## src/design/assert_macros.svh

```systemverilog
// Assertion macros shared by the RLE encoder modules.
// Standalone header; the checks compile away when SYNTHESIS is defined.
`ifndef ASSERT_MACROS_SVH
`define ASSERT_MACROS_SVH
`ifndef SYNTHESIS
// Checks that prop holds at every rising edge of clk outside reset.
`define ASSERT_PROP(lbl, clk, rstn, prop) \
    lbl: assert property (@(posedge clk) disable iff (!rstn) (prop)) \
        else $error("assertion failed");
// Checks that cond is never true at a rising edge of clk outside reset.
`define ASSERT_NEVER(lbl, clk, rstn, cond) \
    lbl: assert property (@(posedge clk) disable iff (!rstn) !(cond)) \
        else $error("forbidden condition seen");
`else
`define ASSERT_PROP(lbl, clk, rstn, prop)
`define ASSERT_NEVER(lbl, clk, rstn, cond)
`endif
`endif

```

## src/design/rlde_pkg.sv

```systemverilog
// Package for the run-length decimal encoder: command type, queue sizing and the
// powers-of-ten table. No dependencies.
`default_nettype none

package rlde_pkg;

    localparam int unsigned FIFO_DEPTH = 4;
    localparam int unsigned FIFO_AW    = 2;
    localparam int unsigned FIFO_CW    = 3;

    localparam logic [7:0] ASCII_ZERO = 8'h30;

    // One flush request: a run byte with its length, and optionally a single
    // byte run that follows it when the stream ends.
    typedef struct packed {
        logic [7:0]  a_byte;
        logic [15:0] a_len;
        logic        b_valid;
        logic [7:0]  b_byte;
        logic        last;
    } t_cmd;

    function automatic logic [15:0] pow10(input logic [2:0] pos);
        logic [15:0] p;
        unique case (pos)
            3'd0:    p = 16'd1;
            3'd1:    p = 16'd10;
            3'd2:    p = 16'd100;
            3'd3:    p = 16'd1000;
            3'd4:    p = 16'd10000;
            default: p = 16'd0;
        endcase
        return p;
    endfunction

endpackage

`default_nettype wire

```

## src/design/rlde_front.sv

```systemverilog
// Front part of the RLE encoder: tracks the open run and turns each input byte
// into at most one flush command. Uses rlde_pkg and assert_macros.svh.
`default_nettype none
`include "assert_macros.svh"

module rlde_front #(
    parameter int unsigned MAX_RUN = 65535
) (
    input  wire                 i_clk,
    input  wire                 i_rst_n,
    input  wire                 i_valid,
    input  wire  [7:0]          i_byte,
    input  wire                 i_last,
    input  wire                 i_full,
    output logic                o_stall,
    output logic                o_push,
    output rlde_pkg::t_cmd      o_cmd
);
    import rlde_pkg::*;

    localparam logic [15:0] RUN_CAP =
        (MAX_RUN > 32'd65535) ? 16'hFFFF : ((MAX_RUN < 32'd2) ? 16'd2 : 16'(MAX_RUN));

    logic [7:0]  r_val, n_val;
    logic [15:0] r_len, n_len;
    logic        r_open, n_open;
    logic        accept;
    t_cmd        cmd;
    logic        has_flush;

    assign o_stall = i_full;
    assign accept  = i_valid && !i_full;

    always_comb begin
        cmd       = '0;
        has_flush = 1'b0;
        n_val     = r_val;
        n_len     = r_len;
        cmd.last  = i_last;
        if (!r_open) begin
            n_val      = i_byte;
            n_len      = 16'd1;
            has_flush  = i_last;
            cmd.a_byte = i_byte;
            cmd.a_len  = 16'd1;
        end else if (i_byte == r_val && r_len < RUN_CAP) begin
            n_len      = r_len + 16'd1;
            has_flush  = i_last;
            cmd.a_byte = i_byte;
            cmd.a_len  = r_len + 16'd1;
        end else begin
            has_flush   = 1'b1;
            cmd.a_byte  = r_val;
            cmd.a_len   = r_len;
            cmd.b_valid = i_last;
            cmd.b_byte  = i_byte;
            n_val       = i_byte;
            n_len       = 16'd1;
        end
        n_open = !i_last;
        if (i_last) begin
            n_val = 8'd0;
            n_len = 16'd0;
        end
    end

    assign o_push = accept && has_flush;
    assign o_cmd  = cmd;

    always_ff @(posedge i_clk) begin
        if (!i_rst_n) begin
            r_val  <= 8'd0;
            r_len  <= 16'd0;
            r_open <= 1'b0;
        end else if (accept) begin
            r_val  <= n_val;
            r_len  <= n_len;
            r_open <= n_open;
        end
    end

    `ASSERT_PROP(a_run_len_range, i_clk, i_rst_n,
        r_open |-> (r_len != 16'd0 && r_len <= RUN_CAP))

endmodule

`default_nettype wire

```

## src/design/rlde_fifo.sv

```systemverilog
// Short command queue between the front and back parts of the RLE encoder.
// Uses rlde_pkg and assert_macros.svh.
`default_nettype none
`include "assert_macros.svh"

module rlde_fifo (
    input  wire                 i_clk,
    input  wire                 i_rst_n,
    input  wire                 i_push,
    input  rlde_pkg::t_cmd      i_cmd,
    input  wire                 i_pop,
    output rlde_pkg::t_cmd      o_cmd,
    output logic                o_empty,
    output logic                o_full
);
    import rlde_pkg::*;

    t_cmd               r_mem [FIFO_DEPTH];
    logic [FIFO_AW-1:0] r_wr;
    logic [FIFO_AW-1:0] r_rd;
    logic [FIFO_CW-1:0] r_cnt;

    assign o_empty = (r_cnt == '0);
    assign o_full  = (r_cnt == FIFO_CW'(FIFO_DEPTH));
    assign o_cmd   = r_mem[r_rd];

    always_ff @(posedge i_clk) begin
        if (!i_rst_n) begin
            r_wr  <= '0;
            r_rd  <= '0;
            r_cnt <= '0;
        end else begin
            if (i_push) begin
                r_mem[r_wr] <= i_cmd;
                r_wr        <= r_wr + FIFO_AW'(1);
            end
            if (i_pop) begin
                r_rd <= r_rd + FIFO_AW'(1);
            end
            if (i_push && !i_pop) begin
                r_cnt <= r_cnt + FIFO_CW'(1);
            end else if (!i_push && i_pop) begin
                r_cnt <= r_cnt - FIFO_CW'(1);
            end
        end
    end

    `ASSERT_NEVER(a_push_full, i_clk, i_rst_n, i_push && o_full)
    `ASSERT_NEVER(a_pop_empty, i_clk, i_rst_n, i_pop && o_empty)
    `ASSERT_PROP(a_cnt_bound, i_clk, i_rst_n, r_cnt <= FIFO_CW'(FIFO_DEPTH))

endmodule

`default_nettype wire

```

## src/design/rlde_back.sv

```systemverilog
// Back part of the RLE encoder: expands flush commands into the run byte and its
// decimal digits, one byte per cycle unless stalled, into o_byte. Uses rlde_pkg.
`default_nettype none
`include "assert_macros.svh"

module rlde_back (
    input  wire                 i_clk,
    input  wire                 i_rst_n,
    input  rlde_pkg::t_cmd      i_cmd,
    input  wire                 i_empty,
    output logic                o_pop,
    output logic                o_valid,
    input  wire                 i_stall,
    output logic [7:0]          o_byte,
    output logic                o_burst_end,
    output logic                o_stream_end,
    output logic [31:0]         o_compressed_length
);
    import rlde_pkg::*;

    typedef enum logic [1:0] {
        S_A,
        S_DIG,
        S_B
    } t_back_state;

    t_back_state r_state;
    logic        r_busy;
    logic [7:0]  r_a_byte;
    logic [15:0] r_rem;
    logic [2:0]  r_pos;
    logic        r_has_dig;
    logic        r_b_valid;
    logic [7:0]  r_b_byte;
    logic        r_last;
    logic [31:0] r_total;
    logic        r_o_valid;
    logic [7:0]  r_o_byte;
    logic        r_o_burst;
    logic        r_o_stream;
    logic [31:0] r_o_len;

    logic [16:0] p17;
    logic [16:0] thr;
    logic [16:0] sub;
    logic [3:0]  digit;
    logic [7:0]  cur;
    logic        fin;
    logic        adv;
    logic        ld;
    logic [2:0]  head_pos;

    always_comb begin
        p17   = {1'b0, pow10(r_pos)};
        thr   = '0;
        digit = 4'd0;
        sub   = '0;
        for (int k = 1; k < 10; k++) begin
            thr = 17'(k) * p17;
            if ({1'b0, r_rem} >= thr) begin
                digit = 4'(k);
                sub   = thr;
            end
        end
    end

    always_comb begin
        unique case (r_state)
            S_A: begin
                cur = r_a_byte;
                fin = !r_has_dig && !r_b_valid;
            end
            S_DIG: begin
                cur = ASCII_ZERO + {4'd0, digit};
                fin = (r_pos == 3'd0) && !r_b_valid;
            end
            S_B: begin
                cur = r_b_byte;
                fin = 1'b1;
            end
            default: begin
                cur = r_a_byte;
                fin = 1'b1;
            end
        endcase
    end

    always_comb begin
        priority if (i_cmd.a_len >= 16'd10000) begin
            head_pos = 3'd4;
        end else if (i_cmd.a_len >= 16'd1000) begin
            head_pos = 3'd3;
        end else if (i_cmd.a_len >= 16'd100) begin
            head_pos = 3'd2;
        end else if (i_cmd.a_len >= 16'd10) begin
            head_pos = 3'd1;
        end else begin
            head_pos = 3'd0;
        end
    end

    assign adv   = r_busy && (!r_o_valid || !i_stall);
    assign ld    = !i_empty && (!r_busy || (adv && fin));
    assign o_pop = ld;

    always_ff @(posedge i_clk) begin
        if (!i_rst_n) begin
            r_busy    <= 1'b0;
            r_state   <= S_A;
            r_o_valid <= 1'b0;
            r_total   <= 32'd0;
        end else begin
            if (adv) begin
                r_o_valid  <= 1'b1;
                r_o_byte   <= cur;
                r_o_burst  <= fin;
                r_o_stream <= fin && r_last;
                r_o_len    <= r_total + 32'd1;
                r_total    <= (fin && r_last) ? 32'd0 : r_total + 32'd1;
            end else if (!i_stall) begin
                r_o_valid <= 1'b0;
            end
            if (ld) begin
                r_busy    <= 1'b1;
                r_state   <= S_A;
                r_a_byte  <= i_cmd.a_byte;
                r_rem     <= i_cmd.a_len;
                r_pos     <= head_pos;
                r_has_dig <= i_cmd.a_len > 16'd1;
                r_b_valid <= i_cmd.b_valid;
                r_b_byte  <= i_cmd.b_byte;
                r_last    <= i_cmd.last;
            end else if (adv) begin
                if (fin) begin
                    r_busy <= 1'b0;
                end else begin
                    unique case (r_state)
                        S_A: r_state <= r_has_dig ? S_DIG : S_B;
                        S_DIG: begin
                            r_rem <= r_rem - sub[15:0];
                            if (r_pos == 3'd0) begin
                                r_state <= S_B;
                            end else begin
                                r_pos <= r_pos - 3'd1;
                            end
                        end
                        S_B: r_busy <= 1'b0;
                        default: r_busy <= 1'b0;
                    endcase
                end
            end
        end
    end

    assign o_valid             = r_o_valid;
    assign o_byte              = r_o_byte;
    assign o_burst_end         = r_o_burst;
    assign o_stream_end        = r_o_stream;
    assign o_compressed_length = r_o_len;

    `ASSERT_PROP(a_digit_range, i_clk, i_rst_n,
        (r_busy && r_state == S_DIG) |-> ({1'b0, r_rem} < 17'(10) * p17))

endmodule

`default_nettype wire

```

## src/design/run_length_decimal_encoder.sv

```systemverilog
// Run-length encoder with decimal counts: top level joining front, queue and back.
// Depends on rlde_pkg, rlde_front, rlde_fifo and rlde_back.
//
// Input channel: i_in_valid with i_in_byte and i_in_last, stalled by o_in_stall.
// A transaction is taken at a clock edge with valid high and stall low. Bytes
// that only extend the open run produce no output. A byte that ends a run queues
// one command for the run byte and its length in ASCII decimal digits, if over 1.
// Output channel: o_out_valid with the byte, burst and stream end flags and the
// running compressed length, stalled by i_out_stall.
// An accepted transaction is queued, loaded by the back part and registered at the
// output. The input side takes one transaction per cycle while the four-entry
// command queue has room; the output side delivers one byte per cycle unless
// stalled, so a burst of up to seven bytes stalls the input only once the queue
// fills. A stalled output holds its transaction until it is taken.
// Reset (synchronous, active low) closes the open run, empties the queue, clears
// the output register and restarts the compressed length at zero.
`default_nettype none

module run_length_decimal_encoder #(
    parameter int unsigned MAX_RUN = 65535
) (
    input  wire         i_clk,
    input  wire         i_rst_n,
    input  wire         i_in_valid,
    input  wire  [7:0]  i_in_byte,
    input  wire         i_in_last,
    output logic        o_in_stall,
    output logic        o_out_valid,
    output logic [7:0]  o_out_byte,
    output logic        o_out_burst_end,
    output logic        o_out_stream_end,
    output logic [31:0] o_out_compressed_length,
    input  wire         i_out_stall
);
    import rlde_pkg::*;

    logic push;
    logic pop;
    logic empty;
    logic full;
    t_cmd push_cmd;
    t_cmd head_cmd;

    rlde_front #(
        .MAX_RUN (MAX_RUN)
    ) u_front (
        .i_clk   (i_clk),
        .i_rst_n (i_rst_n),
        .i_valid (i_in_valid),
        .i_byte  (i_in_byte),
        .i_last  (i_in_last),
        .i_full  (full),
        .o_stall (o_in_stall),
        .o_push  (push),
        .o_cmd   (push_cmd)
    );

    rlde_fifo u_fifo (
        .i_clk   (i_clk),
        .i_rst_n (i_rst_n),
        .i_push  (push),
        .i_cmd   (push_cmd),
        .i_pop   (pop),
        .o_cmd   (head_cmd),
        .o_empty (empty),
        .o_full  (full)
    );

    rlde_back u_back (
        .i_clk               (i_clk),
        .i_rst_n             (i_rst_n),
        .i_cmd               (head_cmd),
        .i_empty             (empty),
        .o_pop               (pop),
        .o_valid             (o_out_valid),
        .i_stall             (i_out_stall),
        .o_byte              (o_out_byte),
        .o_burst_end         (o_out_burst_end),
        .o_stream_end        (o_out_stream_end),
        .o_compressed_length (o_out_compressed_length)
    );

endmodule

`default_nettype wire

```

## config.mk

```make
export PLATFORM = sky130hd
export DESIGN_NAME = run_length_decimal_encoder
export DESIGN_NICKNAME = d
export VERILOG_FILES = /design/src/design/rlde_pkg.sv /design/src/design/rlde_front.sv /design/src/design/rlde_fifo.sv /design/src/design/rlde_back.sv /design/src/design/run_length_decimal_encoder.sv
export VERILOG_INCLUDE_DIRS = /design/src /design/src/design
export SDC_FILE = /design/constraint.sdc
export NUM_CORES = 1
export LEC_CHECK = 0
export ABC_AREA = 1
export BUFFER_PORTS_ARGS = -buffer_cell sky130_fd_sc_hd__buf_4
export CORE_MARGIN = 2
export CORE_UTILIZATION = 50
export DETAILED_ROUTE_END_ITERATION = 7
export PLACE_DENSITY = 0.69
export SLEW_MARGIN = 40
export SYNTH_ARGS = -nofsm -noshare
export SYNTH_HDL_FRONTEND = slang
export SYNTH_SLANG_ARGS = --single-unit
```

## constraint.sdc

```tcl
create_clock -name i_clk -period 6 [get_ports i_clk]
set_input_delay 0.3 -clock i_clk [delete_from_list [all_inputs] [get_ports i_clk]]
set_output_delay 0.3 -clock i_clk [all_outputs]
set_load 0.05 [all_outputs]
```

==> results of run 1 <==
[cell type report]
class                           instances  area (um^2)  share of cell area
Tap cell                              461          577              0.0258
Clock buffer                           32          673              0.0301
Timing Repair Buffer                  286         2320               0.104
Clock inverter                         15          108             0.00481
Multi-Input combinational cell       1527        10000               0.448
Sequential cell                       286         7890               0.353
Inverter                              203          779              0.0349
[what timing repair did]
action / 4_1_cts / 5_1_grt
endpoints found under the hold margin: 4 / 0
hold buffers: 1 / 0
setup endpoints to repair: 8 / 12
setup buffers: 19 / 17
gates resized for setup: 75 / 117
cloned: 0 / 1
pin swaps: 49 / 80
[kinds of logic (layout without fill, tap and decap cells)]
logic type | after synthesis | in the layout | synth area share
DFF | 286 | 286 | 0.438
adders and majority gates | 175 | 175 | 0.126
buffers and inverters | 265 | 536 | 0.0568
xor gates and xnor gates | 75 | 75 | 0.0377
and+or+nand+nor | 841 | 841 | 0.208
other | 1 | 2 | 0.000208
AOI/OAI and AO/OA | 434 | 434 | 0.134
[registers in the layout (all words and copies together) (netlist names), 2 cells and up, named ones only]
signal and flops:
u_fifo.r_mem 136, u_back.r_pos 3, u_front.r_val 8, u_back.r_state 2, u_back.o_compressed_length 32, u_fifo.r_rd 2
u_back.r_a_byte 8, u_fifo.r_wr 2, u_fifo.r_cnt 3, u_front.r_len 16, u_back.r_b_byte 8, u_back.o_byte 8
u_back.r_total 32, u_back.r_rem 16
[how the worst max path moves through the flow]
stage                             to  cells after the start  slack [ps]       startpoint
finish              u_back.r_rem[14]                     41         -30  u_back.r_pos[0]
global route        u_back.r_rem[14]                     43        -410  u_back.r_pos[0]
CTS                 u_back.r_rem[14]                     36         -40  u_back.r_pos[0]
detailed placement  u_back.r_rem[14]                     37        -320  u_back.r_pos[0]
global placement    u_back.r_rem[14]                     37        -220  u_back.r_pos[0]
floorplan           u_back.r_rem[14]                     35           2  u_back.r_pos[0]
[worst reg2reg max path, delay by kind of cell, from the launching register on]
family	cells	cell delay, ps
AND/OR/NAND/NOR	20	1690
adder cells (fa/ha/maj)	5	1320
buffers and inverters	8	1040
AO/OA/AOI/OAI	7	1030
flip-flops	1	440
XOR/XNOR	1	230
[cell usage after synthesis, types with 4 or more instances]
cell type | instances | share of area
nand4_1 | 40 | 0.014
nand3_1 | 95 | 0.026
a211oi_1 | 5 | 0.0021
o21ai_0 | 130 | 0.036
o21a_1 | 7 | 0.0029
nor3_1 | 22 | 0.0061
inv_1 | 191 | 0.040
nand2_2 | 7 | 0.0024
a31oi_1 | 5 | 0.0017
or2_2 | 12 | 0.0042
a31o_2 | 4 | 0.0019
xnor2_1 | 17 | 0.0083
inv_2 | 8 | 0.0017
nand2_1 | 466 | 0.097
clkbuf_1 | 43 | 0.0090
dfxtp_1 | 70 | 0.078
o211ai_1 | 10 | 0.0042
buf_2 | 15 | 0.0042
a21o_1 | 7 | 0.0029
xor2_1 | 55 | 0.027
ha_1 | 164 | 0.11
nor2_4 | 6 | 0.0038
nor2_2 | 6 | 0.0021
edfxtp_1 | 216 | 0.36
nand3_2 | 4 | 0.0022
a32o_1 | 8 | 0.0044
a21oi_1 | 206 | 0.057
fa_1 | 11 | 0.012
nor2_1 | 158 | 0.033
nor4_1 | 5 | 0.0017
o22a_1 | 4 | 0.0019
o21ai_1 | 7 | 0.0019
o22ai_1 | 28 | 0.0097
[routing by layer]
metal  up-vias  GRT usage
li1       7659          -
met3       125     0.0244
met5         -          0
met1      7359      0.343
met4         0      0.110
met2       496      0.463
[stage by stage]
stage	worst slack (ps)	instances	area [um^2]
floorplan	1.63	2078	18100
global placement	-215	2722	20300
detailed placement	-319	2727	20400
CTS	-39.8	2794	21700
global route	-414	2810	22400
finish	-26.0	2810	22400
[power breakdown]
part	internal, W	leakage, nW	total [W]	switching, W
Clock	0.000841	0.377	0.00154	0.000694
Combinational	0.00376	6.35	0.00865	0.00489
Sequential	0.00249	2.46	0.00284	0.000350
==> qor.yml, run 1 <==
cp_max_fo: 7
cts_root_buf: "clkbuf_16"
max_slew_margin: 0.428
crit_path_start_kind: "register"
coreArea_um2: 35500
fin_crit_ps: 6030
final_util: 0.630
grt_pass1_vias: 15300
period_share: 1.00
routed-wl-met3_um: 2530
gp_congestion: 1.01
synth_edf_count: 216
setup_viol: 1
die_x_um: 194
netlist_area_um2: 18000
drive_above_1_share: 0.230
max_freq_mhz: 166
power.density_nw_per_um2: 583
cap_violations: 0
die-area_um2: 37600
fin_tns_setup_ps: -26.0
fin_worst_skew_ps: 13.1
violations: "setup timing"
hp-class: "in2reg"
crit_path_end_kind: "register"
synth_seq_cells: 286
clk_pin_slew_worst_paths_ps: 60
clock_latency_ps: 540
hpwl_um: 37300
status: "complete, but fails checks"
dr.pass1.iters: 5
cts_buffers: 26
htree_num_levels: 1
grt-ovfl-total: 0
row_count: 69
drtIter0Drc: 1267
power_w: 0.0130
cts.path.max_buffers: 3
routed_wirelength_um: 51500
io_pins: 57
hold_slack_ps: 39.5
vias: 15600
hold_depth: 3
die_h_um: 194
drt-met1-wl_um: 21700
yosysUniqueCellTypes: 62
holdPathEnd: "u_front.r_val[0]"
irDropWorstVdd_mv: 0.349
top_layer_used: "met4"
num-fill-cells: 2977
holdCritStartpoint: "i_in_byte[0]"
grt_pass1_wl_um: 80900
vias_per_cell: 5.57
cp_data_required_time_ps: 6280
syn2layout_area_growth_pct: 24.2
hold_viol: 0
synth_cells: 2077
r2r_cells: 41
routed-wl-met2_um: 25200
ys_warn_count: 0
crit_path_frequent_cell: "nand2_1"
reg2reg_slack_ps: -30
ys.flop_type: "edfxtp_1"
antenna_left: 0
leakagePower_nw: 9.18
r2r-end: "u_back.r_rem[14]"
finalNetCount: 2518
tritoncts: "built"
setup_ws_ps: -26.0
path_buf_inv: 8
crit_slowest_cell: "edfxtp_1"
rsz0062_at_grt: "true"
async_flop_share: 0
drc: 0
avgSynthCellArea_um2: 8.67
io_buffers: 56
grt_max_degree: 61
post_drt_wl_per_cell_um: 18.3
slew_violations: 0
yosysSeqAreaShare: 0.438
path_class: "reg2reg"
cp_top_family: "simple AND/OR/NAND/NOR gates"
layout_commonest_cell: "nand2_1"
grt_util_all_layers: 0.267
cts.sinks: 286
arrival_ps: 6310
worstMarginPinSlew_ps: 857
antenna_found_initial: 0
num_antenna_cells: 0
layout_common_cells: "nand2_1, buf_4, edfxtp_1"
initial_core_util: 0.508
cp_slowest_stage_delay_ps: 440
r2r_start: "u_back.r_pos[0]"
No activity file was read; power rests on OpenSTA's default activity.
==> inputs of run 2 (changes only) <==
Settings changed: SYNTH_HIERARCHICAL set to 1.
==> run 2 against run 1 <==
Critical endpoint is now u_back/r_rem[11]. Highest routed layer unchanged. Via count grew 0.10%. First-iteration DRC count shrank 0.87%. Power grew 2.1%. Sequential power shrank 1%. Clock-buffer cell count grew 3. Final cell count grew 0.60%. Final area shrank 1.6%. Wire length shrank 0.43%. Sequential cell count is the same. Largest cell class unchanged. Worst hold slack lost 14 ps. Critical path depth is the same. The flow still finishes with violations (setup timing).
==> qor.yml, run 2 <==
ys_warn_count: 6
period_share: 1.04
clock_latency_ps: 570
ys.flop_type: "edfxtp_1"
power.density_nw_per_um2: 604
synth_mux_area_frac: 0
cts.path.max_buffers: 3
coreArea_um2: 36400
die-area_um2: 38400
path_buf_inv: 6
num_antenna_cells: 0
drive_above_1_share: 0.211
die_x_um: 196
row_count: 70
synth_compound_area_frac: 0.132
yosysSeqAreaShare: 0.428
synth_cells: 2116
crit_path_frequent_cell: "nand2_1"
worstMarginPinSlew_ps: 712
synth-xor-area-share: 0.0337
drtIter0Drc: 1256
async_flop_share: 0
leakagePower_nw: 9.14
yosys-top-cells-area: "edfxtp_1, ha_1, nand2_1, dfxtp_1, a21oi_1"
cap_violations: 0
hpwl_um: 37800
irDropWorstVdd_mv: 0.351
largest_reg_flops: 136
hold_viol: 0
yosysUniqueCellTypes: 56
synth_top_area_frac: 0.352
clk_pin_slew_worst_paths_ps: 60
finalNetCount: 2525
initial_core_util: 0.506
synth_top_family_by_area: "simple AND/OR/NAND/NOR gates"
dp_cells: 2752
synth.most_common_cell: "nand2_1"
fin_crit_ps: 6250
avgSynthCellArea_um2: 8.71
rsz0062_at_grt: "true"
violations: "setup timing"
vias: 15700
hp-class: "in2reg"
yosysTopAreaCell: "edfxtp_1"
max_freq_mhz: 160
routed_wirelength_um: 51300
post_drt_wl_per_cell_um: 18.1
cp_top_family: "simple AND/OR/NAND/NOR gates"
crit_slowest_cell: "fa_2"
fin_worst_skew_ps: 17.2
grt-ovfl-total: 0
setup_viol: 7
cts_root_buf: "clkbuf_16"
synthSimpleGateAreaFrac: 0.217
synth_seq_cells: 286
layout_commonest_cell: "nand2_1"
synthAdderAreaFrac: 0.124
grt_max_degree: 69
netlist_area_um2: 18400
pre_cts_slack_ps: -119
htree_num_levels: 1
dr.pass1.iters: 7
tritoncts: "built"
crit_path_end_kind: "register"
arrival_ps: 6560
cts.sinks: 286
antenna_found_initial: 0
slew_violations: 0
io_buffers: 56
drc: 0
antenna_left: 0
vias_per_cell: 5.54
grt_pass1_vias: 15200
path_class: "reg2reg"
max_slew_margin: 0.524
die_h_um: 196
cp_max_fo: 5
crit_path_start_kind: "register"
cts_buffers: 29
layout_common_cells: "nand2_1, buf_4, edfxtp_1"
grt_pass1_wl_um: 80800
gp_congestion: 0.971
top_register: "u_fifo/r_mem"
io_pins: 57
status: "complete, but fails checks"
synth_common_cells: "nand2_1, edfxtp_1, inv_1, nor2_1, a21oi_1"
grt_util_all_layers: 0.265
cp_data_required_time_ps: 6310
setup_ws_ps: -248
cp_slowest_stage_delay_ps: 560
synth_edf_count: 216
stdcell_count: 2827
syn2layout_area_growth_pct: 19.4
run 2: changes by cell type after synthesis, moves of 15 or more:
cell      change
clkbuf_1     -25
a21oi_1      -34
o21ai_1      +15
nor2_2       +26
nor2_1       +26
nand3_2      +18
o22ai_2      +21
run 2: logic make-up after synthesis:
logic type	after synthesis
XOR/XNOR	70
flip-flops	286
adder cells (fa/ha/maj)	176
buffers and inverters	276
AND/OR/NAND/NOR	885
other	1
AO/OA/AOI/OAI	422
run 2: timing repair:
action | CTS | global route
gates cloned | 1 | 0
pin swaps | 11 | 32
hold buffers | 1 | 0
resized for setup | 16 | 42
setup buffers | 9 | 10
endpoints found under the setup margin | 4 | 12
endpoints found under the hold margin | 4 | 0
run 2: where the power goes:
group | internal [W] | leakage [nW] | switching (W)
registers | 0.00249 | 2.56 | 0.000305
clock network | 0.00120 | 0.498 | 0.000781
logic | 0.00359 | 6.09 | 0.00493
run 2: metrics by stage:
stage          total power, W  instance area (um^2)  utilization  setup TNS, ps  hold WS (ps)
6_report               0.0133                 22000        0.604          -1160          25.3
5_1_grt                0.0143                 22000        0.604          -5210          16.6
4_1_cts                0.0128                 21700        0.597           -111          2.78
3_5_place_dp           0.0106                 20600        0.565           -272           431
3_3_place_gp           0.0105                 20400        0.561          -6.76           424
2_1_floorplan         0.00754                 18500            -          -39.7           412
run 2: final timing paths:
path,startpoint,cells after the start,slack (ps),end
worst max register to register,u_back/r_pos[0],41,-250,u_back/r_rem[11]
worst min register to register,u_fifo/r_rd[1],1,440,register
worst max-delay path,u_back/r_pos[0],41,-250,u_back/r_rem[11]
worst min-delay path,i_in_byte[2],3,30,u_front/r_val[2]
run 2: final cells by class:
| class | instances | area (um^2) |
|---|---|---|
| fillers | 3168 | 14400 |
| multi-input cells | 1555 | 9690 |
| flip-flops and latches | 286 | 7890 |
| repair buffers | 251 | 1980 |
| inverters | 213 | 816 |
| clock buffers | 35 | 748 |
| well taps | 468 | 586 |
| clock inverters | 19 | 300 |
run 2: per-layer routing:
layer	GRT usage	vias to the layer above	routed length [um]
met2	0.457	435	24700
met3	0.0268	99	2480
met1	0.351	7439	22400
met4	0.0884	0	1690
met5	0	-	0
li1	-	7682	-
run 2: worst reg2reg max path, delay by kind of cell (launching register included):
family | cells | cell delay (ps)
AND/OR/NAND/NOR | 20 | 1900
adder cells (fa/ha/maj) | 5 | 1620
AO/OA/AOI/OAI | 9 | 1090
buffers and inverters | 6 | 740
flip-flops | 1 | 450
XOR/XNOR | 1 | 220
==> inputs of run 3 (changes only) <==
Settings changed: ABC_AREA 1 to unset.
==> run 3 against run 2 <==
The flow still finishes with violations (setup timing). Core utilization increased by 3.3 points. Register-to-register slack worse by 730 ps. Final area is 0.29% higher. Worst hold slack lost 15 ps.
==> qor.yml, run 3 <==
synth_mux_area_frac: 0.0576
antenna_left: 0
synthSimpleGateAreaFrac: 0.142
crit_slowest_cell: "edfxtp_1"
ctsHoldBuffers: 0
cp_slowest_stage_delay_ps: 460
cp_max_fo: 6
crit_path_start_kind: "register"
leakagePower_nw: 8.81
stdcell_count: 2389
clock_latency_ps: 540
slew_violations: 0
die_x_um: 192
grt_util_all_layers: 0.275
cp_data_required_time_ps: 6280
crit_path_end_kind: "register"
top_register: "u_fifo/r_mem"
yosysSeqAreaShare: 0.448
synth_edf_count: 216
rsz0062_at_grt: "true"
num-fill-cells: 2715
grt-ovfl-total: 0
async_flop_share: 0
yosys-top-cells-area: "edfxtp_1, ha_1, dfxtp_1, mux4_2, a21oi_1"
regArea_um2: 7890
synthAdderAreaFrac: 0.130
synth_compound_area_frac: 0.146
yosysTopAreaCell: "edfxtp_1"
post_drt_wl_per_cell_um: 21.4
vias_per_cell: 5.95
clk_pin_slew_worst_paths_ps: 70
multi_input_area_um2: 9760
cts.sinks: 286
fin_worst_skew_ps: 9.75
io_pins: 57
max_slew_margin: 0.466
drtIter0Drc: 1146
hp-class: "in2reg"
syn2layout_area_growth_pct: 25.4
grt_pass1_vias: 13600
synth_cells: 1612
finalNetCount: 2102
drc: 0
synth_seq_cells: 286
irDropWorstVdd_mv: 0.417
gp_congestion: 1.04
drive_above_1_share: 0.287
period_share: 1.16
yosysUniqueCellTypes: 86
arrival_ps: 7260
initial_core_util: 0.508
power_w: 0.0146
coreArea_um2: 34600
cap_violations: 0
layout_common_cells: "buf_4, edfxtp_1, ha_1"
avgSynthCellArea_um2: 10.9
synth-xor-area-share: 0.0413
cts.path.max_buffers: 3
power.density_nw_per_um2: 662
grt_pass1_wl_um: 77600
antenna_found_initial: 0
netlist_area_um2: 17600
ys.flop_type: "edfxtp_1"
synth_top_family_by_area: "compound AO/OA/AOI/OAI gates"
num_antenna_cells: 0
worstMarginPinSlew_ps: 802
status: "complete, but fails checks"
vias: 14200
path_class: "reg2reg"
hold_viol: 0
row_count: 68
cts_buffers: 28
setup_viol: 12
violations: "setup timing"
final_util: 0.637
synth.most_common_cell: "edfxtp_1"
htree_num_levels: 1
hpwl_um: 37500
ys_warn_count: 6
dr.pass1.iters: 6
grt_max_degree: 58
io_buffers: 56
layout_commonest_cell: "buf_4"
max_freq_mhz: 143
largest_reg_flops: 136
dp_cells: 2297
setup_ws_ps: -975
synth_top_area_frac: 0.369
synth_common_cells: "edfxtp_1, ha_1, nand2_1, nor2_1, a21oi_1"
die-area_um2: 36700
routed_wirelength_um: 51100
tritoncts: "built"
die_h_um: 192
fin_crit_ps: 6980
cts_root_buf: "clkbuf_16"
==> run 3: cell count changes in the layout (fill, tap and decap cells not counted), sizes merged, moves of 21 or more <==
cell	change
buf	+84
nand2b	+27
and3	+24
xnor2	+23
o22ai	-34
nand3	-68
mux4	+34
inv	-147
nand2	-345
a21o	+21
a21oi	-87
nor2	-119
nor2b	+34
o21ai	-75
==> run 3: area by class of cell <==
class                      count  area share
clock buffer                  31      0.0332
tap                          455      0.0258
sequential                   286       0.357
clock inverter                20      0.0100
inverter                      67      0.0118
timing repair buffer         335       0.120
multi-input combinational   1195       0.442
==> run 3: critical path, delay by kind of cell (launching register included) <==
kind	cells	cell delay (ps)
buffers and inverters	5	750
AND/OR/NAND/NOR	4	770
adder cells (fa/ha/maj)	6	1510
flip-flops	1	460
XOR/XNOR	2	370
AO/OA/AOI/OAI	13	2580
multiplexers	1	270
==> run 3: logic make-up (layout without fill, tap and decap cells) <==
kind of cell | after synthesis | count (layout)
compound gates | 388 | 388
xor+xnor | 83 | 83
fa+ha+maj | 177 | 177
buf+inv | 132 | 453
flops | 286 | 286
mux | 56 | 56
other cells | 1 | 2
simple gates | 489 | 489
==> run 3: worst paths after layout <==
| check | startpoint | end | slack [ps] | depth (start not counted) |
|---|---|---|---|---|
| worst max register to register | u_back/r_pos[0] | u_back/r_rem[15] | -980 | 31 |
| worst min register to register | u_back/r_total[3] | u_back/r_total[3] | 510 | 2 |
| worst max-delay path | u_back/r_pos[0] | u_back/r_rem[15] | -980 | 31 |
| worst min-delay path | i_in_byte[7] | u_front/r_val[7] | 10 | 2 |
==> run 3: repair_timing <==
action | in CTS | in global routing
hold endpoints to repair | 0 | 0
endpoints found under the setup margin | 13 | 15
buffers inserted | 21 | 23
cloned | 0 | 1
gates resized for setup | 55 | 73
pin swaps | 52 | 68
==> run 3: per-stage QoR <==
stage	setup TNS, ps	worst slack [ps]	instance area, um^2	hold WS [ps]
floorplan	-3110	-712	17800	396
global route	-9890	-1250	22100	13.2
finish	-6280	-975	22100	10.4
detailed placement	-7440	-1100	20200	498
CTS	-5060	-877	21500	7.41
global placement	-6740	-1040	20200	489
==> run 3: per-layer routing <==
layer  share of wire  GRT usage
met5               0          0
met4           0.041      0.104
met3           0.047     0.0216
met2            0.49      0.463
met1            0.43      0.373
==> run 3: report_power, final <==
group | total [W] | switching, W | internal [W]
Combinational | 0.00999 | 0.00531 | 0.00467
Sequential | 0.00282 | 0.000314 | 0.00250
Clock | 0.00180 | 0.000713 | 0.00109
Total | 0.0146 | 0.00634 | 0.00827
